`src/bffa_pkg.sv`:
```
`timescale 1ns / 1ps
`default_nettype none

package bffa_pkg;

    localparam int NUM_CELLS_DEF = 1024;

    localparam int MODE_W   = 1;
    localparam int COUNT_W  = 11;
    localparam int START_W  = 10;
    localparam int STATUS_W = 1;

    localparam logic [MODE_W-1:0]   MODE_ALLOC = 1'b0;
    localparam logic [MODE_W-1:0]   MODE_FREE  = 1'b1;

    localparam logic [STATUS_W-1:0] STATUS_OK       = 1'b0;
    localparam logic [STATUS_W-1:0] STATUS_NO_SPACE = 1'b1;

    typedef struct packed {
        logic clear;
        logic load;
        logic setup_free;
        logic scan;
        logic mark;
        logic out_load;
    } t_cmd;

    typedef struct packed {
        logic alloc;
        logic count_zero;
        logic free_skip;
        logic hit;
        logic miss;
        logic mark_last;
        logic clear_last;
        logic out_free;
    } t_sts;

endpackage

`default_nettype wire

```
`src/bffa_req_if.sv`:
```
`timescale 1ns / 1ps
`default_nettype none

interface bffa_req_if;
    logic                              valid;
    logic                              ready;
    logic [bffa_pkg::MODE_W-1:0]       mode;
    logic [bffa_pkg::COUNT_W-1:0]      cell_count;
    logic [bffa_pkg::START_W-1:0]      start_cell;

    modport source (output valid, output mode, output cell_count, output start_cell,
                    input ready);
    modport sink   (input valid, input mode, input cell_count, input start_cell,
                    output ready);
endinterface

`default_nettype wire

```
`src/bffa_rsp_if.sv`:
```
`timescale 1ns / 1ps
`default_nettype none

interface bffa_rsp_if;
    logic                              valid;
    logic                              ready;
    logic [bffa_pkg::STATUS_W-1:0]     status;
    logic [bffa_pkg::START_W-1:0]      run_start;

    modport source (output valid, output status, output run_start, input ready);
    modport sink   (input valid, input status, input run_start, output ready);
endinterface

`default_nettype wire

```
`src/bitmap_first_fit_allocator.sv`:
```
// Channel   Dir  Interface     Payload
// i_req     in   bffa_req_if   mode, cell_count, start_cell
// o_rsp     out  bffa_rsp_if   status, run_start
//
// One request is worked at a time; the cell map is a one-bit RAM walked one cell per cycle.
// Allocate of c cells scans the map from cell 0 until a free run of c cells is found, then
// marks that run; when no run fits, the whole map is scanned. Free of c cells clears them.
// After reset the map is cleared, and i_req.ready stays low until that is done.
// A finished result waits in the output register; the next request is taken meanwhile.
`timescale 1ns / 1ps
`default_nettype none

module bitmap_first_fit_allocator #(
    parameter int NUM_CELLS = bffa_pkg::NUM_CELLS_DEF
) (
    input  wire logic  i_clk,
    input  wire logic  i_rst_n,
    bffa_req_if.sink   i_req,
    bffa_rsp_if.source o_rsp
);

    bffa_pkg::t_cmd cmd;
    bffa_pkg::t_sts sts;

    bffa_ctrl u_ctrl (
        .i_clk   (i_clk),
        .i_rst_n (i_rst_n),
        .i_req   (i_req),
        .i_sts   (sts),
        .o_cmd   (cmd)
    );

    bffa_dp #(
        .NUM_CELLS (NUM_CELLS)
    ) u_dp (
        .i_clk   (i_clk),
        .i_rst_n (i_rst_n),
        .i_req   (i_req),
        .o_rsp   (o_rsp),
        .i_cmd   (cmd),
        .o_sts   (sts)
    );

endmodule

`default_nettype wire

```
`src/bffa_ram.sv`:
```
`timescale 1ns / 1ps
`default_nettype none

module bffa_ram #(
    parameter int WIDTH = 1,
    parameter int DEPTH = bffa_pkg::NUM_CELLS_DEF,
    localparam int AW   = (DEPTH > 1) ? $clog2(DEPTH) : 1
) (
    input  wire logic             i_clk,
    input  wire logic             i_we,
    input  wire logic [AW-1:0]    i_waddr,
    input  wire logic [WIDTH-1:0] i_wdata,
    input  wire logic             i_re,
    input  wire logic [AW-1:0]    i_raddr,
    output logic      [WIDTH-1:0] o_rdata
);

    logic [WIDTH-1:0] r_mem [DEPTH];
    logic [WIDTH-1:0] r_rdata;

    always_ff @(posedge i_clk) begin
        if (i_we) begin
            r_mem[i_waddr] <= i_wdata;
        end
        if (i_re) begin
            r_rdata <= r_mem[i_raddr];
        end
    end

    assign o_rdata = r_rdata;

endmodule

`default_nettype wire

```
`src/bffa_ctrl.sv`:
```
`timescale 1ns / 1ps
`default_nettype none

module bffa_ctrl (
    input  wire logic           i_clk,
    input  wire logic           i_rst_n,
    bffa_req_if.sink            i_req,
    input  wire bffa_pkg::t_sts i_sts,
    output bffa_pkg::t_cmd      o_cmd
);

    localparam logic [2:0] S_CLEAR = 3'd0;
    localparam logic [2:0] S_IDLE  = 3'd1;
    localparam logic [2:0] S_SETUP = 3'd2;
    localparam logic [2:0] S_SCAN  = 3'd3;
    localparam logic [2:0] S_MARK  = 3'd4;
    localparam logic [2:0] S_DONE  = 3'd5;

    logic [2:0] r_state;
    logic [2:0] n_state;

    always_comb begin
        n_state = r_state;
        o_cmd   = '0;
        case (r_state)
            S_CLEAR: begin
                o_cmd.clear = 1'b1;
                if (i_sts.clear_last) begin
                    n_state = S_IDLE;
                end
            end
            S_IDLE: begin
                if (i_req.valid) begin
                    o_cmd.load = 1'b1;
                    n_state    = S_SETUP;
                end
            end
            S_SETUP: begin
                if (i_sts.alloc) begin
                    n_state = i_sts.count_zero ? S_DONE : S_SCAN;
                end else if (i_sts.free_skip) begin
                    n_state = S_DONE;
                end else begin
                    o_cmd.setup_free = 1'b1;
                    n_state          = S_MARK;
                end
            end
            S_SCAN: begin
                o_cmd.scan = 1'b1;
                if (i_sts.hit) begin
                    n_state = S_MARK;
                end else if (i_sts.miss) begin
                    n_state = S_DONE;
                end
            end
            S_MARK: begin
                o_cmd.mark = 1'b1;
                if (i_sts.mark_last) begin
                    n_state = S_DONE;
                end
            end
            S_DONE: begin
                if (i_sts.out_free) begin
                    o_cmd.out_load = 1'b1;
                    n_state        = S_IDLE;
                end
            end
            default: begin
                n_state = S_IDLE;
            end
        endcase
    end

    always_ff @(posedge i_clk) begin
        if (!i_rst_n) begin
            r_state <= S_CLEAR;
        end else begin
            r_state <= n_state;
        end
    end

    assign i_req.ready = (r_state == S_IDLE);

endmodule

`default_nettype wire

```
`src/bffa_dp.sv`:
```
`timescale 1ns / 1ps
`default_nettype none

module bffa_dp #(
    parameter int NUM_CELLS = bffa_pkg::NUM_CELLS_DEF
) (
    input  wire logic           i_clk,
    input  wire logic           i_rst_n,
    bffa_req_if.sink            i_req,
    bffa_rsp_if.source          o_rsp,
    input  wire bffa_pkg::t_cmd i_cmd,
    output bffa_pkg::t_sts      o_sts
);

    localparam int AW = $clog2(NUM_CELLS);
    localparam int PW = AW + 1;
    localparam int CW = bffa_pkg::COUNT_W;
    localparam int SW = bffa_pkg::START_W;
    localparam int KW = (PW > CW) ? PW : CW;
    localparam int EW = (PW > CW + 1) ? PW : CW + 1;
    localparam logic [PW-1:0] N_P = PW'(NUM_CELLS);
    localparam logic [EW-1:0] N_E = EW'(NUM_CELLS);

    logic                              r_mode;
    logic [CW-1:0]                     r_count;
    logic [SW-1:0]                     r_start;
    logic [PW-1:0]                     r_ptr;
    logic [PW-1:0]                     n_ptr;
    logic [PW-1:0]                     r_end;
    logic                              r_chk_vld;
    logic                              n_chk_vld;
    logic [AW-1:0]                     r_chk_idx;
    logic [KW-1:0]                     r_run;
    logic [bffa_pkg::STATUS_W-1:0]     r_res_status;
    logic [SW-1:0]                     r_res_start;
    logic                              r_out_vld;
    logic                              n_out_vld;
    logic [bffa_pkg::STATUS_W-1:0]     r_out_status;
    logic [SW-1:0]                     r_out_start;

    logic                              issue;
    logic                              hit;
    logic                              miss;
    logic [KW-1:0]                     run_nx;
    logic [EW-1:0]                     first_e;
    logic [EW-1:0]                     start_e;
    logic [EW-1:0]                     sum_e;
    logic [PW-1:0]                     end_p;
    logic                              ram_we;
    logic [0:0]                        ram_wdata;
    logic                              ram_re;
    logic [0:0]                        ram_q;

    assign issue   = (r_ptr < N_P);
    assign run_nx  = r_chk_vld ? (ram_q[0] ? '0 : r_run + KW'(1)) : r_run;
    assign hit     = r_chk_vld && !ram_q[0] && (run_nx == KW'(r_count));
    assign miss    = !hit && !issue;
    assign first_e = EW'(r_chk_idx) + EW'(1) - EW'(r_count);
    assign start_e = EW'(r_start);
    assign sum_e   = start_e + EW'(r_count);
    assign end_p   = (sum_e > N_E) ? N_P : sum_e[PW-1:0];

    assign ram_we    = i_cmd.clear || i_cmd.mark;
    assign ram_wdata = i_cmd.mark ? 1'(r_mode == bffa_pkg::MODE_ALLOC) : 1'b0;
    assign ram_re    = i_cmd.scan && issue;

    bffa_ram #(
        .WIDTH (1),
        .DEPTH (NUM_CELLS)
    ) u_map (
        .i_clk   (i_clk),
        .i_we    (ram_we),
        .i_waddr (r_ptr[AW-1:0]),
        .i_wdata (ram_wdata),
        .i_re    (ram_re),
        .i_raddr (r_ptr[AW-1:0]),
        .o_rdata (ram_q)
    );

    always_comb begin
        n_ptr     = r_ptr;
        n_chk_vld = r_chk_vld;
        n_out_vld = r_out_vld;
        if (i_cmd.load) begin
            n_ptr     = '0;
            n_chk_vld = 1'b0;
        end
        if (i_cmd.clear || i_cmd.mark) begin
            n_ptr = r_ptr + PW'(1);
        end
        if (i_cmd.setup_free) begin
            n_ptr = start_e[PW-1:0];
        end
        if (i_cmd.scan) begin
            if (hit) begin
                n_ptr     = first_e[PW-1:0];
                n_chk_vld = 1'b0;
            end else begin
                n_chk_vld = issue;
                if (issue) begin
                    n_ptr = r_ptr + PW'(1);
                end
            end
        end
        if (r_out_vld && o_rsp.ready) begin
            n_out_vld = 1'b0;
        end
        if (i_cmd.out_load) begin
            n_out_vld = 1'b1;
        end
    end

    always_ff @(posedge i_clk) begin
        if (!i_rst_n) begin
            r_ptr     <= '0;
            r_chk_vld <= 1'b0;
            r_out_vld <= 1'b0;
        end else begin
            r_ptr     <= n_ptr;
            r_chk_vld <= n_chk_vld;
            r_out_vld <= n_out_vld;
        end
    end

    always_ff @(posedge i_clk) begin
        if (i_cmd.load) begin
            r_mode       <= i_req.mode;
            r_count      <= i_req.cell_count;
            r_start      <= i_req.start_cell;
            r_run        <= '0;
            r_res_status <= bffa_pkg::STATUS_OK;
            r_res_start  <= (i_req.mode == bffa_pkg::MODE_FREE) ? i_req.start_cell : '0;
        end
        if (i_cmd.setup_free) begin
            r_end <= end_p;
        end
        if (i_cmd.scan) begin
            r_chk_idx <= r_ptr[AW-1:0];
            r_run     <= run_nx;
            if (hit) begin
                r_end       <= PW'(r_chk_idx) + PW'(1);
                r_res_start <= first_e[SW-1:0];
            end else if (miss) begin
                r_res_status <= bffa_pkg::STATUS_NO_SPACE;
                r_res_start  <= '0;
            end
        end
        if (i_cmd.out_load) begin
            r_out_status <= r_res_status;
            r_out_start  <= r_res_start;
        end
    end

    assign o_sts.alloc      = (r_mode == bffa_pkg::MODE_ALLOC);
    assign o_sts.count_zero = (r_count == '0);
    assign o_sts.free_skip  = (start_e >= N_E) || (r_count == '0);
    assign o_sts.hit        = hit;
    assign o_sts.miss       = miss;
    assign o_sts.mark_last  = ((r_ptr + PW'(1)) == r_end);
    assign o_sts.clear_last = (r_ptr == (N_P - PW'(1)));
    assign o_sts.out_free   = !r_out_vld || o_rsp.ready;

    assign o_rsp.valid     = r_out_vld;
    assign o_rsp.status    = r_out_status;
    assign o_rsp.run_start = r_out_start;

endmodule

`default_nettype wire

```
`src/flat_wrapper.sv`:
```
// flat-port wrapper written by rule: the top's interface ports become plain ports
module bitmap_first_fit_allocator_flat 
#(
    parameter int NUM_CELLS = bffa_pkg::NUM_CELLS_DEF
)
  (i_clk, i_rst_n, i_req_valid, i_req_mode, i_req_cell_count, i_req_start_cell, i_req_ready, o_rsp_valid, o_rsp_status, o_rsp_run_start, o_rsp_ready);
  bffa_req_if i_req_i ();
  bffa_rsp_if o_rsp_i ();
  input  wire logic i_clk;
  input  wire logic i_rst_n;
  input wire logic [$bits(i_req_i.valid)-1:0] i_req_valid;
  input wire logic [$bits(i_req_i.mode)-1:0] i_req_mode;
  input wire logic [$bits(i_req_i.cell_count)-1:0] i_req_cell_count;
  input wire logic [$bits(i_req_i.start_cell)-1:0] i_req_start_cell;
  output wire logic [$bits(i_req_i.ready)-1:0] i_req_ready;
  output wire logic [$bits(o_rsp_i.valid)-1:0] o_rsp_valid;
  output wire logic [$bits(o_rsp_i.status)-1:0] o_rsp_status;
  output wire logic [$bits(o_rsp_i.run_start)-1:0] o_rsp_run_start;
  input wire logic [$bits(o_rsp_i.ready)-1:0] o_rsp_ready;
  assign i_req_i.valid = i_req_valid;
  assign i_req_i.mode = i_req_mode;
  assign i_req_i.cell_count = i_req_cell_count;
  assign i_req_i.start_cell = i_req_start_cell;
  assign i_req_ready = i_req_i.ready;
  assign o_rsp_valid = o_rsp_i.valid;
  assign o_rsp_status = o_rsp_i.status;
  assign o_rsp_run_start = o_rsp_i.run_start;
  assign o_rsp_i.ready = o_rsp_ready;
  bitmap_first_fit_allocator #(.NUM_CELLS(NUM_CELLS)) u_core (.i_clk(i_clk), .i_rst_n(i_rst_n), .i_req(i_req_i), .o_rsp(o_rsp_i));
endmodule
```
`config.mk`:
```
export PLATFORM = sky130hd
export DESIGN_NAME = bitmap_first_fit_allocator_flat
export DESIGN_NICKNAME = d
export VERILOG_FILES = /design/src/bffa_pkg.sv /design/src/bffa_req_if.sv /design/src/bffa_rsp_if.sv /design/src/bitmap_first_fit_allocator.sv /design/src/bffa_ram.sv /design/src/bffa_ctrl.sv /design/src/bffa_dp.sv /design/src/flat_wrapper.sv
export SDC_FILE = /design/constraint.sdc
export NUM_CORES = 2
export LEC_CHECK = 0
export BUFFER_PORTS_ARGS = -buffer_cell sky130_fd_sc_hd__buf_2
export CAP_MARGIN = 5
export CORE_MARGIN = 10
export CORE_UTILIZATION = 32
export DETAILED_ROUTE_END_ITERATION = 8
export GPL_TIMING_DRIVEN = 0
export PLACE_DENSITY_LB_ADDON = 0.3
export RECOVER_POWER = 100
export SYNTH_ARGS = -nofsm -noshare
export SYNTH_HDL_FRONTEND = slang
export SYNTH_SLANG_ARGS = --single-unit
export TNS_END_PERCENT = 10
```
`constraint.sdc`:
```
create_clock -name i_clk -period 85.2 [get_ports i_clk]
set_input_delay 17.04 -clock i_clk [delete_from_list [all_inputs] [get_ports i_clk]]
set_output_delay 17.04 -clock i_clk [all_outputs]
set_load 0.005 [all_outputs]
```
[Yosys cells after proc, flatten, opt, wreduce, memory -nomap -nowiden]
Memory sizes are Yosys's and may differ from the RTL's. A register that Yosys moved wholly into a read port is not among the register bits.
Cells that the tools add are included.
Storage, ports and cells
  input bits: 26
  bits in registers: 92
  memories kept: 1
  bits in writable memories: 1024
  output and inout bits: 13
Operators by class
  eq/ne operators: 13
  bitwise gates (word level): 1
  $lt $le $gt $ge: 3
  $add $sub $neg: 6
  reductions and logical operators: 17
  mux-type cells: 51
Memory list
  u_core.u_dp.u_map.r_mem: words 1024, bits a word 1, rd ports 1, clocked after Yosys merged registers in 1, write ports 1, RTL line bffa_ram.sv:18  | logic [WIDTH-1:0] r_mem [DEPTH];
Operator list (count)
  11-bit two-way mux: 14
  10-bit two-way mux: 5
  3-bit two-way mux: 8
  1-bit two-way mux: 23
  10-bit by 1-bit adder with 11-bit output, second input constant: 2
  11-bit by 1-bit adder with 11-bit output, second input constant: 2
  11-bit equality test: 2
  3-bit one-hot mux with 6 select lines: 1
  10-bit by 11-bit adder with 12-bit output: 1
  12-bit by 11-bit greater-than comparator with 1-bit output, second input constant: 1
  11-bit by 10-bit equality test with 1-bit output, second input constant: 1
  10-bit by 11-bit >= comparator with 1-bit output, second input constant: 1
  11-bit zero test: 1
  11-bit less-than comparator, second input constant: 1
  11-bit subtractor: 1
  3-bit by 2-bit equality test with 1-bit output, second input constant: 2
  3-bit equality test, second input constant: 2
  2-bit by 1-bit inequality test with 1-bit output, second input constant: 3
  1-bit logical AND: 5
  5-bit AND reduction: 1
  1-bit zero test: 4
  2-bit nonzero test: 2
  3-bit by 1-bit equality test with 1-bit output, second input constant: 1
  3-bit zero test: 1
  other kinds (4): 6

[Logic depth before layout (Yosys ltp)]
  word-level depth: 10
  gate-level depth with buffers: 14

[Worst setup path after synthesis]
No wires, ideal clock.
  path type: reg-to-reg
  start: reg u_core.u_ctrl.r_state[0]
  end: mem u_core.u_dp.u_map.r_mem[0], data pin
  arrival time: 42.143 ns
  stages on the path, launching flop included: 6
  period minus slack after synthesis: 50.381 ns
  data required time: 76.962 ns
  path buffers: 3
  setup slack: 34.819 ns
  cell sequence: dfxtp_1 > clkbuf_1 > or2_2 > clkbuf_1 > clkbuf_1 > nor3b_1
Between the ends
  cells in the longest elaborated chain, start to end: 3
RTL lines
  from (decl): RTL line bffa_ctrl.sv:19  | logic [2:0] r_state;
  from (signal assigned): RTL line bffa_ctrl.sv:78  | r_state <= n_state;
  3-bit equality test: RTL line bffa_ctrl.sv:25  | case (r_state)
  1-bit two-way mux: RTL line bffa_ctrl.sv:25
  1-bit two-way mux: RTL line bffa_dp.sv:64  | assign ram_wdata = i_cmd.mark ? 1'(r_mode == bffa_pkg::MODE_ALLOC) : 1'b0;
  net u_core.u_dp.ram_wdata: RTL line bffa_dp.sv:50  | logic [0:0] ram_wdata;
  to (decl): RTL line bffa_ram.sv:18
The timed path passes the listed nets, and every way through them passes these cells.

[Worst setup path after layout]
  start: reg u_core.u_ctrl.r_state[0]
  end: out i_req_ready
Between the ends
  cells in the longest elaborated chain, start to end: 1
RTL lines
  3-bit by 1-bit equality test with 1-bit output: RTL line bffa_ctrl.sv:82  | assign i_req.ready = (r_state == S_IDLE);
  to (decl): RTL line flat_wrapper.sv:15  | output wire logic [$bits(i_req_i.ready)-1:0] i_req_ready;
Every way passes these cells.

==> run metrics <==
most frequent cells in the layout nor2_1, edfxtp_1, clkbuf_1; nature of the critical path endpoint output port; DR DRC count 0; flops & latches, synth 1117; Sw Share 23.4%; status complete, but fails checks; CP max FO 9; Yosys top cell by area edfxtp_1; P_sw 270 uW; Hold Path Class reg2reg; Core Area 156000 um^2; Max Cap Violations 12; grt met3 use 5.51%; slowest cell on the critical path nor3b_1; top cells by area, synth edfxtp_1, nor2_1, mux2i_1; P_int 885 uW; commonest non-fill, non-tap cell in the layout nor2_1; P_leak 0.0172 uW; Yosys cell types 80; share of layout cells above drive strength 1 8.70%; gr usage total 21.5%; CP peak stage delay 450 ps; Comb pwr share 5.1%; Layout Skew 67.8 ps; first-pass GRT wire length 265 mm; post-route setup slack 66220 ps; RD Place Congestion 0.936; Slew Limit Fails 105; WS Path Type reg2out; CP delay by family, top buffers and inverters; Flop pwr share 51.4%; synthesized instance count 3885; Mapped Area 50000 um^2; vias per cell 5.72; clock slew at reported path FFs 60 ps; CTS tree done; fin crit share 22.3%; Detailed Place HPWL 127 mm; yosys warns 0; Layout area overhead 13.6%; min Tclk post-route 18980 ps; Max Freq 52.7 MHz; CP required 68160 ps; Die W 415 um; P per Cell Area 20.3 nW/um^2; root buf cell clkbuf_16; Max H-tree Level 3; crit path buf inv count 2; Num CTS Buffers 115; TritonRoute pass-1 iters 6; CP Launch Type flop; sequential fraction of the synthesis area 66.3%; Async SR Flop Fraction 0%; pin count of the biggest net entering global routing 32; GRT overflow 0; vias in the first global route 34.2k; Detailed Route Iter0 Violations 5734; Cell Chain, Critical Path clkbuf_1 -> nor3b_1 -> clkbuf_1; Mean Syn Cell Area 12.9 um^2; Nets 4185; setup bufs post-CTS 0; Main synth FF type edfxtp_1; initial antenna violation count 4; unrepaired setup endpoints after global routing no; Rel. slew slack -9.88%; WL/cell 30.7 um; final number of hold-violating endpoints 0; Post-synth EDFFs 1079; DR vias 35.9k; failing checks max-capacitance violations, max-slew violations; Routed WL 193 mm; met1 GRT Util 28.4%; Min Hold Slack 434 ps; post_cts resized 0; CP arrival 1940 ps; row count 145; GRT Max-Usage Layer met2; clock tree buffer depth 3; most used cell, CP clkbuf_1; Num Clock Sinks 1117; Clk Latency, worst-skew pair 800 ps; pre-CTS WS 65970 ps; TNS Setup 0 ps; share of the synthesized area in the top cell type 64.8%; Clock power frac 43.5%; I/O pin count 39; Port Buf Inserts 38; peak supply drop 0.0000173 V; Final ANT Viol Nets 0; M2 GR Usage 32.8%; hold_buf cts 0; # setup viols final 0; actual slew at the worst max-slew pin 1650 ps; Mapped Nets 3948; die area 173000 um^2; Die Height 415 um; Starting Density 32.1%
## layout make-up
class	count	area (um^2)
Fill cell	15099	99000
Clock inverter	75	641
Tap cell	2058	2570
Antenna cell	4	10.0
Sequential cell	1117	33200
Inverter	31	116
Multi-Input combinational cell	2396	15300
Buffer	341	1390
Timing Repair Buffer	120	574
Clock buffer	138	3030
## power groups by stage
stage / registers [uW] / logic [uW] / clock network (uW)
final: 593 / 58.8 / 503
after global routing: 593 / 58.5 / 525
after CTS: 593 / 56.9 / 503
after detailed placement: 605 / 56.7 / 0
after global placement: 605 / 56.3 / 0
after floorplan: 605 / 29.7 / 0
## per-stage QoR
| stage | total power, uW | cells | instance area, um^2 | util, % |
|---|---|---|---|---|
| floorplan | 635 | 3885 | 50000 | - |
| global placement | 661 | 5981 | 52800 | 33.9 |
| detailed placement | 662 | 6058 | 53800 | 34.5 |
| CTS | 1150 | 6271 | 57500 | 36.9 |
| global route | 1180 | 6276 | 56800 | 36.5 |
| finish | 1150 | 6280 | 56800 | 36.5 |
## cells in the mapped netlist, types with 7 or more instances
master     number
a211oi_1        8
a21oi_1        51
a221oi_1       15
a22o_1         10
a22oi_1        15
a31oi_1        18
and2_1          8
and3_1         17
buf_1           9
buf_2          56
buf_4          15
clkbuf_1      260
dfxtp_1        38
edfxtp_1     1079
ha_1           35
inv_1          29
mux2i_1       348
mux4_2         88
nand2_1       127
nand3_1        43
nand4_1         9
nand4b_1        8
nand4bb_1       7
nor2_1       1093
nor2b_1        17
nor3_1         24
nor3b_1         8
nor4_1         38
o211ai_1       16
o21a_1          7
o21ai_0        37
o21ai_1        13
o22ai_1       162
or3_1          12
or4_1          17
xnor2_1        30
xor2_1         19
## kinds of logic (layout without fill, tap and decap cells)
kind of cell             Yosys count  count (layout)  share of synthesized area, %
AO/OA/AOI/OAI                    407             407                          5.45
other                              0               4                             0
buffers and inverters            372             705                          3.06
flip-flops                      1117            1117                          66.3
AND/OR/NAND/NOR                 1461            1461                          12.3
multiplexers                     442             442                          11.1
adder cells (fa/ha/maj)           37              37                         0.956
XOR/XNOR                          49              49                         0.858
## registers in the layout, indices dropped and copies added, names as in the netlist, 3 cells and up
name,cells
u_core.u_dp.r_ptr,11
u_core.u_dp.r_count,11
u_core.u_dp.r_start,10
u_core.u_dp.u_map.r_mem,1024
u_core.u_dp.r_end,11
u_core.u_dp.r_chk_idx,10
u_core.u_dp.r_run,11
u_core.u_dp.o_rsp.run_start,10
u_core.u_ctrl.r_state,3
u_core.u_dp.r_res_start,10
## path summary, 6_finish.rpt
kind	from	endpoint	slack, ps	depth (start not counted)
hold / removal	u_core.u_dp.r_ptr[5]$_SDFF_PN0_	u_core.u_dp.r_chk_idx[5]$_DFFE_PP_	430	0
hold reg to reg	u_core.u_dp.r_ptr[5]$_SDFF_PN0_	u_core.u_dp.r_chk_idx[5]$_DFFE_PP_	430	0
setup reg to reg	u_core.u_ctrl.r_state[0]$_SDFFE_PN0P_	u_core.u_dp.u_map.r_mem[251]$_DFFE_PP_	75620	16
setup / recovery	u_core.u_ctrl.r_state[0]$_SDFFE_PN0P_	i_req_ready	66220	3
## layer usage
metal,part of all wire (%),wire length (um)
met1,39,74700
met2,44,84800
met4,5.7,10900
met3,12,22400
met5,0.014,27
Power figures use the tool's default switching activity.
